### src/rtl/bfm_pkg.sv
// Shared types and constants of the Bloom filter membership core.
package bfm_pkg;

    localparam int HASH_W = 64;
    localparam int BITS_W = 17;
    localparam int PROBES_W = 5;
    localparam int DIV_STEP = 4;
    localparam int DIV_ITERS = HASH_W / DIV_STEP;
    localparam int DIV_CNT_W = $clog2(DIV_ITERS);
    localparam int QUEUE_DEPTH = 2;

    localparam logic [HASH_W-1:0] FNV_BASIS = 64'hCBF29CE484222325;

    localparam logic [1:0] KIND_INSERT = 2'd0;
    localparam logic [1:0] KIND_QUERY  = 2'd1;
    localparam logic [1:0] KIND_CLEAR  = 2'd2;
    localparam logic [1:0] KIND_NONE   = 2'd3;

    typedef struct packed {
        logic [1:0]        kind;
        logic [HASH_W-1:0] h1;
        logic [HASH_W-1:0] h2;
    } t_job;

endpackage

### src/rtl/bfm_front.sv
// Front end: hashes key bytes and hands finished keys and clears to the queue.
module bfm_front (
    input  logic          i_clk,
    input  logic          i_rst_n,
    input  logic          i_accept,
    input  logic [1:0]    i_kind,
    input  logic [7:0]    i_key_byte,
    input  logic          i_key_end,
    input  logic          i_no_byte,
    output logic          o_push,
    output bfm_pkg::t_job o_job
);

    logic [bfm_pkg::HASH_W-1:0] r_fnv;
    logic [bfm_pkg::HASH_W-1:0] r_poly;
    logic [bfm_pkg::HASH_W-1:0] n_fnv;
    logic [bfm_pkg::HASH_W-1:0] n_poly;
    logic [bfm_pkg::HASH_W-1:0] x;

    // Multiplication by the FNV prime, which is 2^40 + 0x1B3.
    function automatic logic [bfm_pkg::HASH_W-1:0] fnv_mul(
        input logic [bfm_pkg::HASH_W-1:0] v
    );
        return (v << 40) + (v << 8) + (v << 7) + (v << 5) + (v << 4) + (v << 1) + v;
    endfunction

    always_comb begin
        x = r_fnv ^ {56'd0, i_key_byte};
        if (i_no_byte) begin
            n_fnv  = r_fnv;
            n_poly = r_poly;
        end else begin
            n_fnv  = fnv_mul(x);
            n_poly = (r_poly << 5) - r_poly + {56'd0, i_key_byte};
        end
    end

    assign o_push = i_accept && ((i_kind == bfm_pkg::KIND_CLEAR) ||
                    ((i_kind != bfm_pkg::KIND_NONE) && i_key_end));
    assign o_job.kind = i_kind;
    assign o_job.h1   = n_fnv;
    assign o_job.h2   = n_poly;

    always_ff @(posedge i_clk) begin
        if (!i_rst_n) begin
            r_fnv  <= bfm_pkg::FNV_BASIS;
            r_poly <= '0;
        end else if (i_accept && i_kind != bfm_pkg::KIND_NONE) begin
            if (i_kind == bfm_pkg::KIND_CLEAR || i_key_end) begin
                r_fnv  <= bfm_pkg::FNV_BASIS;
                r_poly <= '0;
            end else begin
                r_fnv  <= n_fnv;
                r_poly <= n_poly;
            end
        end
    end

endmodule

### config.mk
export PLATFORM = sky130hd
export DESIGN_NAME = bfm_front
export DESIGN_NICKNAME = d
export VERILOG_FILES = /design/src/rtl/bfm_pkg.sv /design/src/rtl/bfm_front.sv
export SDC_FILE = /design/constraint.sdc
export NUM_CORES = 1
export LEC_CHECK = 0
export BUFFER_PORTS_ARGS = -buffer_cell sky130_fd_sc_hd__buf_4
export CAP_MARGIN = 20
export CORE_AREA = 2 2 191 193
export DETAILED_ROUTE_END_ITERATION = 16
export DIE_AREA = 0 0 193 195
export PLACE_DENSITY_LB_ADDON = 0.2
export SLEW_MARGIN = 20
export SYNTH_ARGS = -nofsm -noshare
export SYNTH_HDL_FRONTEND = slang
export SYNTH_SLANG_ARGS = --single-unit
### constraint.sdc
create_clock -name i_clk -period 10.6 [get_ports i_clk]
set_input_delay 1.06 -clock i_clk [delete_from_list [all_inputs] [get_ports i_clk]]
set_output_delay 1.06 -clock i_clk [all_outputs]
set_load 0.005 [all_outputs]
== After elaboration in Yosys (flattened, before gate mapping) ==
Cells that the tools add are included.

* Logic and storage cells: 22
* Input port bits: 15
* Register bits: 128
* Output and inout port bits: 131

* Bitwise gates (word level): 1
* Mux-type cells: 4
* Eq/ne operators: 2
* $add $sub $neg: 8
* Reductions and logical operators: 5

{| class="wikitable"
|+ Operators by type and width
! kind !! count
|-
| $add A64 B64 Y64 || 6
|-
| $mux W64 || 4
|-
| $add A64 B8 Y64 || 1
|-
| $sub A64 B64 Y64 || 1
|-
| $xor A64 B8 Y64 || 1
|-
| $logic_and A1 B1 Y1 || 3
|-
| $eq A2 B2 Y1 const B || 1
|-
| $logic_or A1 B1 Y1 || 2
|-
| $ne A2 B2 Y1 const B || 1
|}

== Logic depth before layout (Yosys ltp) ==
* Depth in word-level cells: 9
* Mapped depth: 21

== Worst setup path after synthesis ==
Ideal clock, no wire load.

* Path type: in2out
* Start: input i_key_byte[7]
* End: output o_job[116] (netlist name)
* Slack: 3.767 ns
* Data arrival time: 5.773 ns
* Buffers on the path: 1
* Stages on the path: 19
* Path through: xor2_1 -> inv_1 -> fa_1 -> inv_1 -> fa_1 -> fa_1 -> ha_1 -> ha_1 -> buf_4 -> a21oi_1 -> o21ai_0 -> a41oi_1 -> o211a_1 -> o21ai_2 -> a2111oi_4 -> nor2_2 -> a31o_1 -> and3_1 -> or3_1

{| class="wikitable"
|+ RTL lines
! item !! line !! source
|-
| from (decl) || bfm_front.sv:7 || <nowiki>input logic [7:0] i_key_byte,</nowiki>
|-
| to (decl) || bfm_front.sv:11 || <nowiki>output bfm_pkg::t_job o_job</nowiki>
|}

==> metrics.md <==
| Metric | Value |
|---|---|
| Area fraction in and, or, nand and nor cells after synthesis | `0.115` |
| Length of the first detailed-routing pass in iterations | `12` |
| Slew Viols, Final | `0` |
| Combined global-route utilization of all metal layers | `0.325` |
| Peak fanout along the critical path | `6` |
| Post-CTS setup-driven buffer insertion count | `0` |
| Syn Area/Cell | `8.27 sq um` |
| Dpl hpwl | `about 49000 um` |
| Antenna violations before repair | `0` |
| TritonCTS clock tree | `done` |
| Number of buffers on the longest clock path | `2` |
| Number of endpoints with negative hold slack in the final report | `0` |
| Count of flip-flops with a built-in enable after synthesis | `0` |
| Number of hold buffers added after cts | `0` |
| Clock-pin transition on the worst setup and hold timing paths | `about 0.060 ns` |
| Arithmetic-cell share of the synthesized area counting full adders, half adders and majority gates | `0.375` |
| Layout cells sized above 1 | `0.0952` |
| Violations in the final reports | `design-rule violations` |
| Least-Margin Pin Slew | `1.04 ns` |
| Wire length of the first global-routing pass | `roughly 95000 um` |
| Startpoint of the most critical hold path | `r_poly[59]` |
| Clock latency on the worst-skew pair | `0.46 ns` |
| Number of global-route vias before repair | `18500` |
| Post-synthesis cell area | `0.0210 sq mm` |
| Gates resized, CTS repair | `0` |
| Main combinational cell family by area after synthesis | `adder cells` |
| Last weighted congestion value of the routability-driven placer | `about 0.92` |
| Max Fclk | `between 0.1 and 0.15 GHz` |
| Initial drt markers | `around 1100` |
| Number of core rows | `between 60 and 70` |
| Final core utilization | `0.645` |
| Net count of the finished layout | `~3100` |
| Initial standard-cell utilization of the core | `0.595` |
| Worst Setup Path Type | `primary input to primary output` |
| Maximum number of pins on one net before global-route repair | `99` |
| Cell at the root of the clock tree | `clkbuf_16` |
| DRT antenna net count | `0` |
| Final cycle utilization of the critical path | `0.774` |
| CP arrival | `approximately 7.2 ns` |
| Outcome | `finished with violations` |
| Placeable core area | `between 0.03 and 0.04 sq mm` |
| Synth Net Count | `a little over 3000` |
| Sort of element at the start of the critical path | `primary input` |
| Capturing element type of the critical path | `primary output` |
| Number of setup violations in the final report | `0` |
| Number of buffers inserted during clock tree synthesis | `17` |
| Detailed-route DRC error count | `1` |
| Vias per std cell | `approximately 6` |
| Die boundary width | `193 um` |
| Reported max-cap violation count | `0` |
| Fraction of registers with async set/reset | `0` |
| Synthesis-to-layout area growth | `8.54%` |
| Clock skew after layout | `slightly above 0.01 ns` |
| Number of distinct library cells after synthesis | `92` |
| Number of antenna repair diodes | `0` |
| Number of top-level pins | `146` |
| Xor and xnor area share after synthesis | `0.0574` |
| Multiplexer area fraction after synthesis | `0.0142` |
| Minimum clock period | `between 8 and 9 ns` |
| TritonCTS Sinks | `128` |
| Reg2Reg Launch Point | `r_fnv[7]` |
| Slew Limit Headroom | `0.299` |
| Type of the most critical hold path | `register to register` |
| Die height | `195 um` |
| Count of non-filler cells in the finished layout | `3086` |
| Multi-input gate area in the final layout | `roughly 0.016 sq mm` |
| Floorplan die area | `~0.038 sq mm` |
| Inst Count DP | `3055` |
| Synth Area in Compound Gates | `0.202` |
| Synth warn | `0` |
| Total number of vias | `around 18000` |
| Share of the yosys chip area belonging to registers | `0.122` |
| Synth Instances | `around 2500` |
| Congestion Overflow GR | `0` |
| Beginning of the critical path | `i_key_byte[5]` |
| R2R Setup Slk | `~4.5 ns` |
| Fillcell total | `3061` |
| Final WL | `59500 um` |
| Critical path data required time | `between 9 and 10 ns` |
| Number of synthesized register bits | `128` |
| Routed wire length per instance | `just under 20 um` |
| Final TNS setup | `0 ns` |
| Maximum level of the CTS H-tree | `4` |
| Synth Flop Type | `dfxtp_1` |
| Count of port buffers added during placement | `around 150` |
| Unrepaired setup endpoints after global routing | `false` |
| Register area | `0.00256 sq mm` |
flip-flops by register name (all words and copies together) (netlist names):
register,cells
r_poly,64
r_fnv,64
final timing paths:
path,cells after the start,end
setup / recovery,19,o_job[115]
hold / removal,2,r_poly[59]
setup reg to reg,18,r_fnv[51]
hold reg to reg,2,r_poly[59]
stage by stage:
step	cell area, sq um	hold WS, ns	setup WS, ns
after floorplan	21000	0.444	3.77
after global placement	22300	0.456	2.60
after detailed placement	22300	0.462	2.52
after CTS	22800	0.471	2.53
after global routing	22800	0.506	2.02
final	22800	0.466	2.39
routing by layer:
metal | GRT usage | wire length [um]
met1 | 0.407 | 24600
met3 | 0.0471 | 3370
met4 | 0.139 | 2470
met2 | 0.558 | 29100
met5 | 0 | 0
worst max-delay path, stage by stage:
cell and delay [ns]:
buf_4 0.12, xnor2_1 0.75, inv_1 0.23, fa_1 0.54, fa_1 0.56, fa_1 0.42
ha_1 0.29, ha_1 0.36, nor2_1 0.09, a21o_1 0.18, a2111o_1 0.42, o21ai_1 0.41
nand4b_1 0.20, a21oi_1 0.29, o31ai_1 0.19, o21ai_0 0.30, xnor2_1 0.13, o21ai_0 0.39
buf_4 0.19
Yosys cell counts (all sizes together) (18+ instances only):
master | n | area, sq um
o22ai | 46 | 288
a31oi | 22 | 159
a21o | 59 | 457
mux2 | 23 | 259
ha | 232 | 2900
fa | 249 | 4980
nor2 | 91 | 344
o21bai | 30 | 225
a22oi | 59 | 443
buf | 22 | 136
xor2 | 51 | 447
xnor2 | 87 | 762
clkbuf | 80 | 353
nand4 | 37 | 238
a21oi | 148 | 748
dfxtp | 128 | 2560
nor2b | 57 | 357
o21ai | 168 | 848
nand3 | 19 | 95.1
inv | 503 | 1890
nand2 | 220 | 826
o21a | 18 | 135
area by class of cell:
type | instances | share of cell area
clock buffers | 20 | 0.0204
well taps | 461 | 0.0253
flip-flops and latches | 128 | 0.112
multi-input cells | 1807 | 0.703
clock inverters | 11 | 0.00498
repair buffers | 155 | 0.0511
inverters | 504 | 0.0828
layout by cell type, fill, tap and decap left out, drive strengths merged, types with 87 or more instances in the layout:
| cell type | netlist | routed |
|---|---|---|
| buf | 22 | 155 |
| xnor2 | 87 | 87 |
| dfxtp | 128 | 128 |
| fa | 249 | 249 |
| o21ai | 168 | 168 |
| nand2 | 220 | 220 |
| inv | 503 | 503 |
| a21oi | 148 | 148 |
| nor2 | 91 | 91 |
| ha | 232 | 232 |
logic make-up after synthesis:
logic type / count (synthesis)
AO/OA/AOI/OAI: 650
buffers and inverters: 610
AND/OR/NAND/NOR: 511
adder cells (fa/ha/maj): 481
XOR/XNOR: 138
flip-flops: 128
multiplexers: 27
Power is left out: the tool's default activity adds up to more than one toggle a clock period on the data nets, which glitch-free logic cannot reach.
