--- src/rtl/bfm_pkg.sv ---
// Shared types and constants of the Bloom filter membership core.
package bfm_pkg;

    localparam int HASH_W = 64;
    localparam int BITS_W = 17;
    localparam int PROBES_W = 5;
    localparam int DIV_STEP = 4;
    localparam int DIV_ITERS = HASH_W / DIV_STEP;
    localparam int DIV_CNT_W = $clog2(DIV_ITERS);
    localparam int QUEUE_DEPTH = 2;

    localparam logic [HASH_W-1:0] FNV_BASIS = 64'hCBF29CE484222325;

    localparam logic [1:0] KIND_INSERT = 2'd0;
    localparam logic [1:0] KIND_QUERY  = 2'd1;
    localparam logic [1:0] KIND_CLEAR  = 2'd2;
    localparam logic [1:0] KIND_NONE   = 2'd3;

    typedef struct packed {
        logic [1:0]        kind;
        logic [HASH_W-1:0] h1;
        logic [HASH_W-1:0] h2;
    } t_job;

endpackage

--- src/rtl/bfm_queue.sv ---
// Two-entry queue of jobs between the hashing front end and the probe engine.
module bfm_queue (
    input  logic          i_clk,
    input  logic          i_rst_n,
    input  logic          i_push,
    input  bfm_pkg::t_job i_job,
    input  logic          i_pop,
    output logic          o_valid,
    output logic          o_full,
    output bfm_pkg::t_job o_job
);

    localparam int PW = $clog2(bfm_pkg::QUEUE_DEPTH);

    bfm_pkg::t_job r_slot [bfm_pkg::QUEUE_DEPTH];
    logic [PW-1:0] r_wr;
    logic [PW-1:0] r_rd;
    logic [PW:0]   r_count;

    assign o_valid = (r_count != '0);
    assign o_full  = (r_count == (PW+1)'(bfm_pkg::QUEUE_DEPTH));
    assign o_job   = r_slot[r_rd];

    always_ff @(posedge i_clk) begin
        if (i_push) begin
            r_slot[r_wr] <= i_job;
        end
    end

    always_ff @(posedge i_clk) begin
        if (!i_rst_n) begin
            r_wr    <= '0;
            r_rd    <= '0;
            r_count <= '0;
        end else begin
            if (i_push) begin
                r_wr <= (r_wr == PW'(bfm_pkg::QUEUE_DEPTH - 1)) ? '0 : r_wr + 1'b1;
            end
            if (i_pop) begin
                r_rd <= (r_rd == PW'(bfm_pkg::QUEUE_DEPTH - 1)) ? '0 : r_rd + 1'b1;
            end
            if (i_push && !i_pop) begin
                r_count <= r_count + 1'b1;
            end else if (!i_push && i_pop) begin
                r_count <= r_count - 1'b1;
            end
        end
    end

endmodule

--- config.mk ---
export PLATFORM = sky130hd
export DESIGN_NAME = bfm_queue
export DESIGN_NICKNAME = d
export VERILOG_FILES = /design/src/rtl/bfm_pkg.sv /design/src/rtl/bfm_queue.sv
export SDC_FILE = /design/constraint.sdc
export NUM_CORES = 1
export LEC_CHECK = 0
export BUFFER_PORTS_ARGS = -buffer_cell sky130_fd_sc_hd__buf_2
export CORE_ASPECT_RATIO = 0.75
export CORE_MARGIN = 2
export CORE_UTILIZATION = 56
export DETAILED_ROUTE_END_ITERATION = 8
export GPL_TIMING_DRIVEN = 0
export PLACE_DENSITY = 0.85
export SLEW_MARGIN = 25
export SYNTH_ARGS = -nofsm -noshare
export SYNTH_HDL_FRONTEND = slang
export SYNTH_SLANG_ARGS = --single-unit
--- constraint.sdc ---
create_clock -name i_clk -period 14.61 [get_ports i_clk]
set_input_delay 2.922 -clock i_clk [delete_from_list [all_inputs] [get_ports i_clk]]
set_output_delay 2.922 -clock i_clk [all_outputs]
set_load 0.005 [all_outputs]
After elaboration in Yosys (flattened, before gate mapping) --
Memories as Yosys holds them, arrays and structs flattened. A register that Yosys moved wholly into a read port is not among the register bits. Cells that the tools add are included.
Storage, ports and cells: output and inout bits 132, input port bits 134, bits in registers 4, logic and storage cells 23, memory bits (writable) 260, memories 1
Memory list:
- r_slot | depth 2, width 130, rd ports 1, clocked after memory_dff 1, wr ports 1, line bfm_queue.sv:15 | bfm_pkg::t_job r_slot [bfm_pkg::QUEUE_DEPTH];
Operators by class: reduce and logical (&&, ||, !) cells 6, add/subtract/negate cells 4, muxes and demuxes 8, eq/ne operators 1
Operators with widths (count):
- 1-bit two-way mux | 6
- 2-bit two-way mux | 2
- 2-bit nonzero test | 2
- 1-bit adder (second input constant) | 2
- 2-bit by 1-bit adder with 2-bit output (second input constant) | 1
- 2-bit equality test (second input constant) | 1
- 1-bit logical AND | 2
- 1-bit zero test | 2
- 2-bit by 1-bit subtractor with 2-bit output (second input constant) | 1

Logic depth before layout (Yosys ltp) --
Gate-level depths: netlist of run 1.
depth after elaboration 4, mapped depth 5, gate-level depth less buffers 5

Least setup slack after synthesis of run 1 --
Ideal clock, no wire load.
path type input port to flip-flop, from in i_push, to mem r_slot[0][0] (netlist bit), enable pin, slack 5.387 ns, setup time 0.636 ns, stages 1, data required time 13.974 ns, path buffers 0, arrival 8.587 ns, cell sequence nor2b_1
Between the ends: word-level cells in the longest chain between the ends 2
RTL lines:
- start: declaration | line bfm_queue.sv:5 | input logic i_push,
- 1-bit two-way mux | line bfm_queue.sv:25 | if (i_push) begin
- 1-bit two-way mux (implied by the code) | line bfm_queue.sv:26 | r_slot[r_wr] <= i_job;
- end: declaration | line bfm_queue.sv:15
Every way passes these cells.

==> results of run 1 <==
-- logic make-up after synthesis --
group / count (synthesis) / share of synthesized area, %
AND/OR/NAND/NOR: 9 / 0.611
buffers and inverters: 15 / 1.44
adder cells (fa/ha/maj): 1 / 0.130
multiplexers: 130 / 15.2
flip-flops: 265 / 82.1
XOR/XNOR: 3 / 0.273
AO/OA/AOI/OAI: 3 / 0.208
-- how the worst min path moves through the flow --
| stage | to | slack (ns) | cells past startpoint |
|---|---|---|---|
| after floorplan | r_count[1] | 0.47 | 2 |
| after global placement | r_count[1] | 0.48 | 2 |
| after detailed placement | r_count[1] | 0.51 | 2 |
| after CTS | r_count[1] | 0.52 | 2 |
| after global routing | r_count[1] | 0.55 | 2 |
| final | r_count[1] | 0.51 | 2 |
-- routing by layer --
metal | part of all wire, % | GRT usage [%]
met1 | 40 | 24.9
met2 | 49 | 33.2
met3 | 9.7 | 6.70
met4 | 1.6 | 4.47
met5 | 0.17 | 0
-- worst max-delay path, delay by kind of cell, from the launching register on --
kind | cells | cell delay [ns]
muxes | 1 | 0.36
DFF | 1 | 0.36
buffers and inverters | 3 | 0.64
-- stage by stage --
step / util, % / power (uW) / cells
2_1_floorplan: - / 991 / 426
3_3_place_gp: 66.7 / 1060 / 906
3_5_place_dp: 68.0 / 1070 / 914
4_1_cts: 72.8 / 1700 / 960
5_1_grt: 72.8 / 1740 / 960
6_report: 72.8 / 1680 / 960
-- where the power goes --
part	switching, uW	total, uW	internal (uW)	leakage (uW)
Sequential	9.87	889	879	0.00248
Clock	254	626	372	0.000391
Combinational	78.7	169	89.8	0.00177
-- registers in the layout, summed over array words and instances, names as in the netlist, named ones only --
name / cells
r_slot: 260
r_wr: 1
r_count: 2
r_rd: 1
-- cells in the final DEF (no fill, tap or decap) --
| cell type | instances |
|---|---|
| buf_4 | 1 |
| and2_4 | 1 |
| xor2_1 | 2 |
| buf_2 | 268 |
| buf_6 | 10 |
| edfxtp_1 | 260 |
| dfxtp_1 | 5 |
| mux2_2 | 130 |
| or3_1 | 1 |
| clkbuf_1 | 7 |
| clkbuf_16 | 27 |
| buf_12 | 2 |
| a21boi_0 | 1 |
| inv_1 | 1 |
| or2_2 | 1 |
| nor2b_4 | 1 |
| clkinv_2 | 4 |
| bufinv_16 | 2 |
| and2_1 | 3 |
| ha_1 | 1 |
| buf_16 | 6 |
| and2b_2 | 1 |
| clkinvlp_4 | 2 |
| o21ai_0 | 1 |
| xnor2_1 | 1 |
| clkinv_1 | 4 |
| nor2b_1 | 1 |
| o21a_1 | 1 |
-- layout make-up --
cell class | count | area, um2 | area share, %
sequential | 265 | 7910 | 64.5
buffer | 14 | 135 | 1.10
inverter | 1 | 3.75 | 0.0306
multi-input combinational | 146 | 1590 | 13.0
clock buffer | 34 | 702 | 5.73
tap | 215 | 269 | 2.20
timing repair buffer | 273 | 1530 | 12.5
clock inverter | 12 | 110 | 0.899
==> summary.md, run 1 <==
| Metric | Value |
|---|---|
| Relative slew slack | 62.5% |
| CP arrival | 1.87 ns |
| Final net count | 862 |
| Pwr per Cell Area | 137 nW/um2 |
| Post-synth ARST share | 0% |
| CTS buffer count | 26 |
| Worst r2r src | r_wr |
| Core area | 16800 um2 |
| Total grt overflow | 0 |
| RSZ-0062 raised after global routing | no |
| Post-CTS Setup Bufs | 0 |
| Crit end category | primary output |
| Final instance area | 12300 um2 |
| Final min period | 4.79 ns |
| Io pins | 266 |
| Top_reg_cell synth | edfxtp_1 |
| Total wire length | 18600 um |
| Post_cts resized | 0 |
| Worst slew pin tran | 0.561 ns |
| Vias | 4940 |
| CTS tree | yes |
| Area delta synth->final | 27.2% |
| Synth Warn # | 0 |
| Setup Skew | 0.00686 ns |
| Synth top area share | 81.1% |
| Via/cell ratio | 5.15 |
| TritonRoute pass-1 iters | 4 |
| Mapped Cells | 426 |
| Syn avg cell area | 22.6 um2 |
| Row Count | 41 |
| Gpl congestion | 0.768 |
| Max_cap viols | 0 |
| Slowest cell on crit path | dfxtp_1 |
| DP HPWL | 12800 um |
| N_diodes | 0 |
| Worst-Skew Late Latency | 0.50 ns |
| Crit start category | register |
| Setup slack after layout | 9.82 ns |
| Die width | 155 um |
| Top cells by count, synth | 260 x edfxtp_1, 130 x mux2_2, 10 x buf_6 |
| Crit path cell chain | buf_4, buf_6, mux2_2, buf_2 |
| Sink Count | 265 |
| Setup Slack @ Placement | 10.12 ns |
| Die height | 118 um |
| Final setup vio count | 0 |
| Setup Crit Path Kind | reg -> out |
| Root Buffer | clkbuf_16 |
| Most numerous cell in the Yosys netlist | edfxtp_1 |
| Max incr delay on CP | 0.36 ns |
| Final hold vios | 0 |
| Min-delay src | r_count[1] |
| Syn Nets | 561 |
| Slew Limit Fails | 0 |
| First-pass GRT wire length | 28100 um |
| Top post-synthesis cells by area | edfxtp_1 81%, mux2_2 15%, buf_6 1.2%, dfxtp_1 1.0%, and2_1 0.26% |
| Hold Buf Count CTS | 0 |
| ANT nets after route | 0 |
| Period utilization | 32.8% |
| Critical Path End | o_job[27] |
| Clk pin slew, worst setup/hold paths | 0.06 ns |
| Initial Util | 57.2% |
| Die area | 18300 um2 |
| All-Layer GR Usage | 19.7% |
| Largest net degree at the start of global routing | 53 |
| Leakage | 0.00464 uW |
| Post-synth EDFFs | 260 |
| Sequential fraction of the synthesis area | 82.1% |
| R2R cell count | 4 |
| Post-DP Area | 11400 um2 |
| H-tree Lvls | 1 |
| Clk buf depth | 3 |
| Drt initial violations | 238 |
| Hold Crit Class | reg -> reg |
| Filler instances | 1005 |
| Fmax | 0.209 GHz |
| DRC Markers | 0 |
| Critical Path RT | 11.69 ns |
| Largest fanout on the critical path | 10 |
| Layout cells sized above 1 | 61.2% |
| Wire length per cell | 19.4 um |
| R2R Path End | r_slot[0][27] |
| Final TNS setup | 0 ns |
| Yosys cell types | 18 |
| Reg2reg setup slack | 12.88 ns |
| Hold Slack | 0.511 ns |
| Max IR drop VDD | 125 uV |
| Initial antenna violation count | 2 |
| Mapped Area | 9630 um2 |
| Number of global-route vias before repair | 5313 |
| Port Buffers | 265 |
| Largest area contributor in the netlist | edfxtp_1 |
| Outcome | completed |
| Post-synthesis register bit count | 265 |
No activity file was read; power rests on OpenSTA's default activity.
==> run 2, diff against run 1 <==
Settings changed: CORE_UTILIZATION 56 to 47, PLACE_DENSITY 0.85 to 0.76.
Clock period 14.61 ns to 4.4 ns, I/O delays scaled along.
==> run 2 against run 1 <==
Effect of this change:
- via count increased by 0.36%
- count of clock-buffer cells in the layout decreased by 4
- sequential share of layout area decreased by 0.42 points
- combinational power increased to 3.3 times the previous value
- total power increased to 3.4 times the previous value
- hold slack improved by 0.025 ns
- clock skew decreased by 0.0017 ns
==> summary.md, run 2 (synthesis gave the netlist of run 1 again) <==
| Metric | Value |
|---|---|
| Total wire length | 18700 um |
| Crit end category | primary output |
| Total grt overflow | 0 |
| Flop pwr share | 52.0% |
| Met1 GRT Util | 20.6% |
| DP HPWL | 13100 um |
| Vias | 4958 |
| Slew Limit Fails | 0 |
| Die width | 169 um |
| Largest regs | r_slot: 260 flops, r_count: 2 flops |
| Port Buffers | 265 |
| Initial antenna violation count | 4 |
| CTS tree | yes |
| H-tree Lvls | 1 |
| Fmax | 0.362 GHz |
| Gpl congestion | 0.733 |
| Busiest grt layer | met2 |
| Via/cell ratio | 4.92 |
| Hold depth | 2 |
| Crit start category | register |
| Non-filler cells, final | 1007 |
| Sink Count | 265 |
| Critical Path RT | 3.52 ns |
| Layout cells sized above 1 | 61.7% |
| Pwr per Cell Area | 460 nW/um2 |
| First-pass GRT wire length | 27600 um |
| Outcome | completed |
| TritonRoute pass-1 iters | 4 |
| Largest net degree at the start of global routing | 50 |
| Period utilization | 62.8% |
| Clk buf depth | 3 |
| CTS buffer count | 26 |
| Slowest cell on crit path | dfxtp_1 |
| Leakage | 0.00466 uW |
| Root Buffer | clkbuf_16 |
| Max reg flops | 260 |
| Setup Skew | 0.00516 ns |
| Setup Crit Path Kind | reg -> out |
| P_int | 4500 uW |
| Number of global-route vias before repair | 5199 |
| Placed cells | 957 |
| Wire length per cell | 18.5 um |
| All-Layer GR Usage | 16.5% |
| Core area | 20200 um2 |
| Crit path cell chain | buf_4, buf_6, mux2_2, buf_2 |
| Setup slack after layout | 1.64 ns |
| Drt initial violations | 333 |
| Initial Util | 47.8% |
| Relative slew slack | 62.5% |
| Max incr delay on CP | 0.36 ns |
| Fin util | 61.2% |
| Final setup vio count | 0 |
| Worst slew pin tran | 0.563 ns |
| Most common cell after layout, fill and taps aside | buf_2 |
| Filler instances | 1457 |
| Max IR drop VDD | 319 uV |
| Hold Buf Count CTS | 0 |
| RSZ-0062 raised after global routing | no |
| Reported net switching power | 1170 uW |
| ANT nets after route | 0 |
| DRC Markers | 0 |
| Io pins | 266 |
| Gate power share | 9.8% |
| Largest fanout on the critical path | 10 |
| R2R cell count | 2 |
| Clock power share | 38.2% |
| Die area | 21700 um2 |
| CP arrival | 1.88 ns |
| Largest register by flop count | r_slot |
| M2 GR Usage | 27.6% |
| Max_cap viols | 0 |
| Worst-Skew Late Latency | 0.51 ns |
| Post-CTS Setup Bufs | 0 |
| Die height | 128 um |
| Setup Slack @ Placement | 2.10 ns |
| Final min period | 2.76 ns |
| Switch share | 20.6% |
| Hold Crit Class | reg -> reg |
| Post_cts resized | 0 |
| Row Count | 45 |
| Final hold vios | 0 |
| M3 GR Usage | 6.17% |
| Area delta synth->final | 28.1% |
| Clk pin slew, worst setup/hold paths | 0.06 ns |
| Most frequent cells in the layout | 268 x buf_2, 260 x edfxtp_1, 130 x mux2_2 |
| Final net count | 862 |
-- run 2: power groups by stage --
stage               clock [uW]  sequential [uW]  combinational (uW)
floorplan                    0             3000                 279
global placement             0             3010                 515
detailed placement           0             3000                 560
CTS                       2220             2950                 564
global route              2330             2960                 602
finish                    2170             2950                 556
-- run 2: critical path, delay by kind of cell (launching register included) --
family	cells	cell delay, ns
flip-flops	1	0.36
buffers and inverters	3	0.64
multiplexers	1	0.36
-- run 2: cell type report --
cell class | instances | area [um2] | share of cell area [%]
sequential | 265 | 7910 | 64.1
multi-input combinational | 146 | 1590 | 12.9
timing repair buffer | 273 | 1520 | 12.3
clock buffer | 30 | 687 | 5.57
tap | 258 | 323 | 2.62
clock inverter | 18 | 161 | 1.31
buffer | 14 | 135 | 1.10
antenna | 2 | 5.00 | 0.0406
inverter | 1 | 3.75 | 0.0304
-- run 2: path summary, 6_finish.rpt --
check / start / to / slack (ns)
max: register / o_job[73] / 1.64
min: r_count[1] / r_count[1] / 0.54
max reg2reg: r_wr / r_slot[1][25] / 2.76
min reg2reg: r_count[1] / r_count[1] / 0.54
-- run 2: metrics by stage --
stage / setup TNS [ns] / cell area [um2] / power [uW] / hold slack [ns]
4_1_cts: 0 / 12300 / 5740 / 0.530
2_1_floorplan: 0 / 9640 / 3280 / 0.468
3_3_place_gp: -171.06 / 11300 / 3520 / 0.483
5_1_grt: 0 / 12300 / 5890 / 0.526
6_report: 0 / 12300 / 5670 / 0.535
3_5_place_dp: 0 / 11500 / 3560 / 0.521
-- run 2: metal layers --
layer	vias up	wire length, um
li1	2299	-
met1	2417	7600
met2	209	8940
met3	29	1760
met4	4	335
met5	-	32
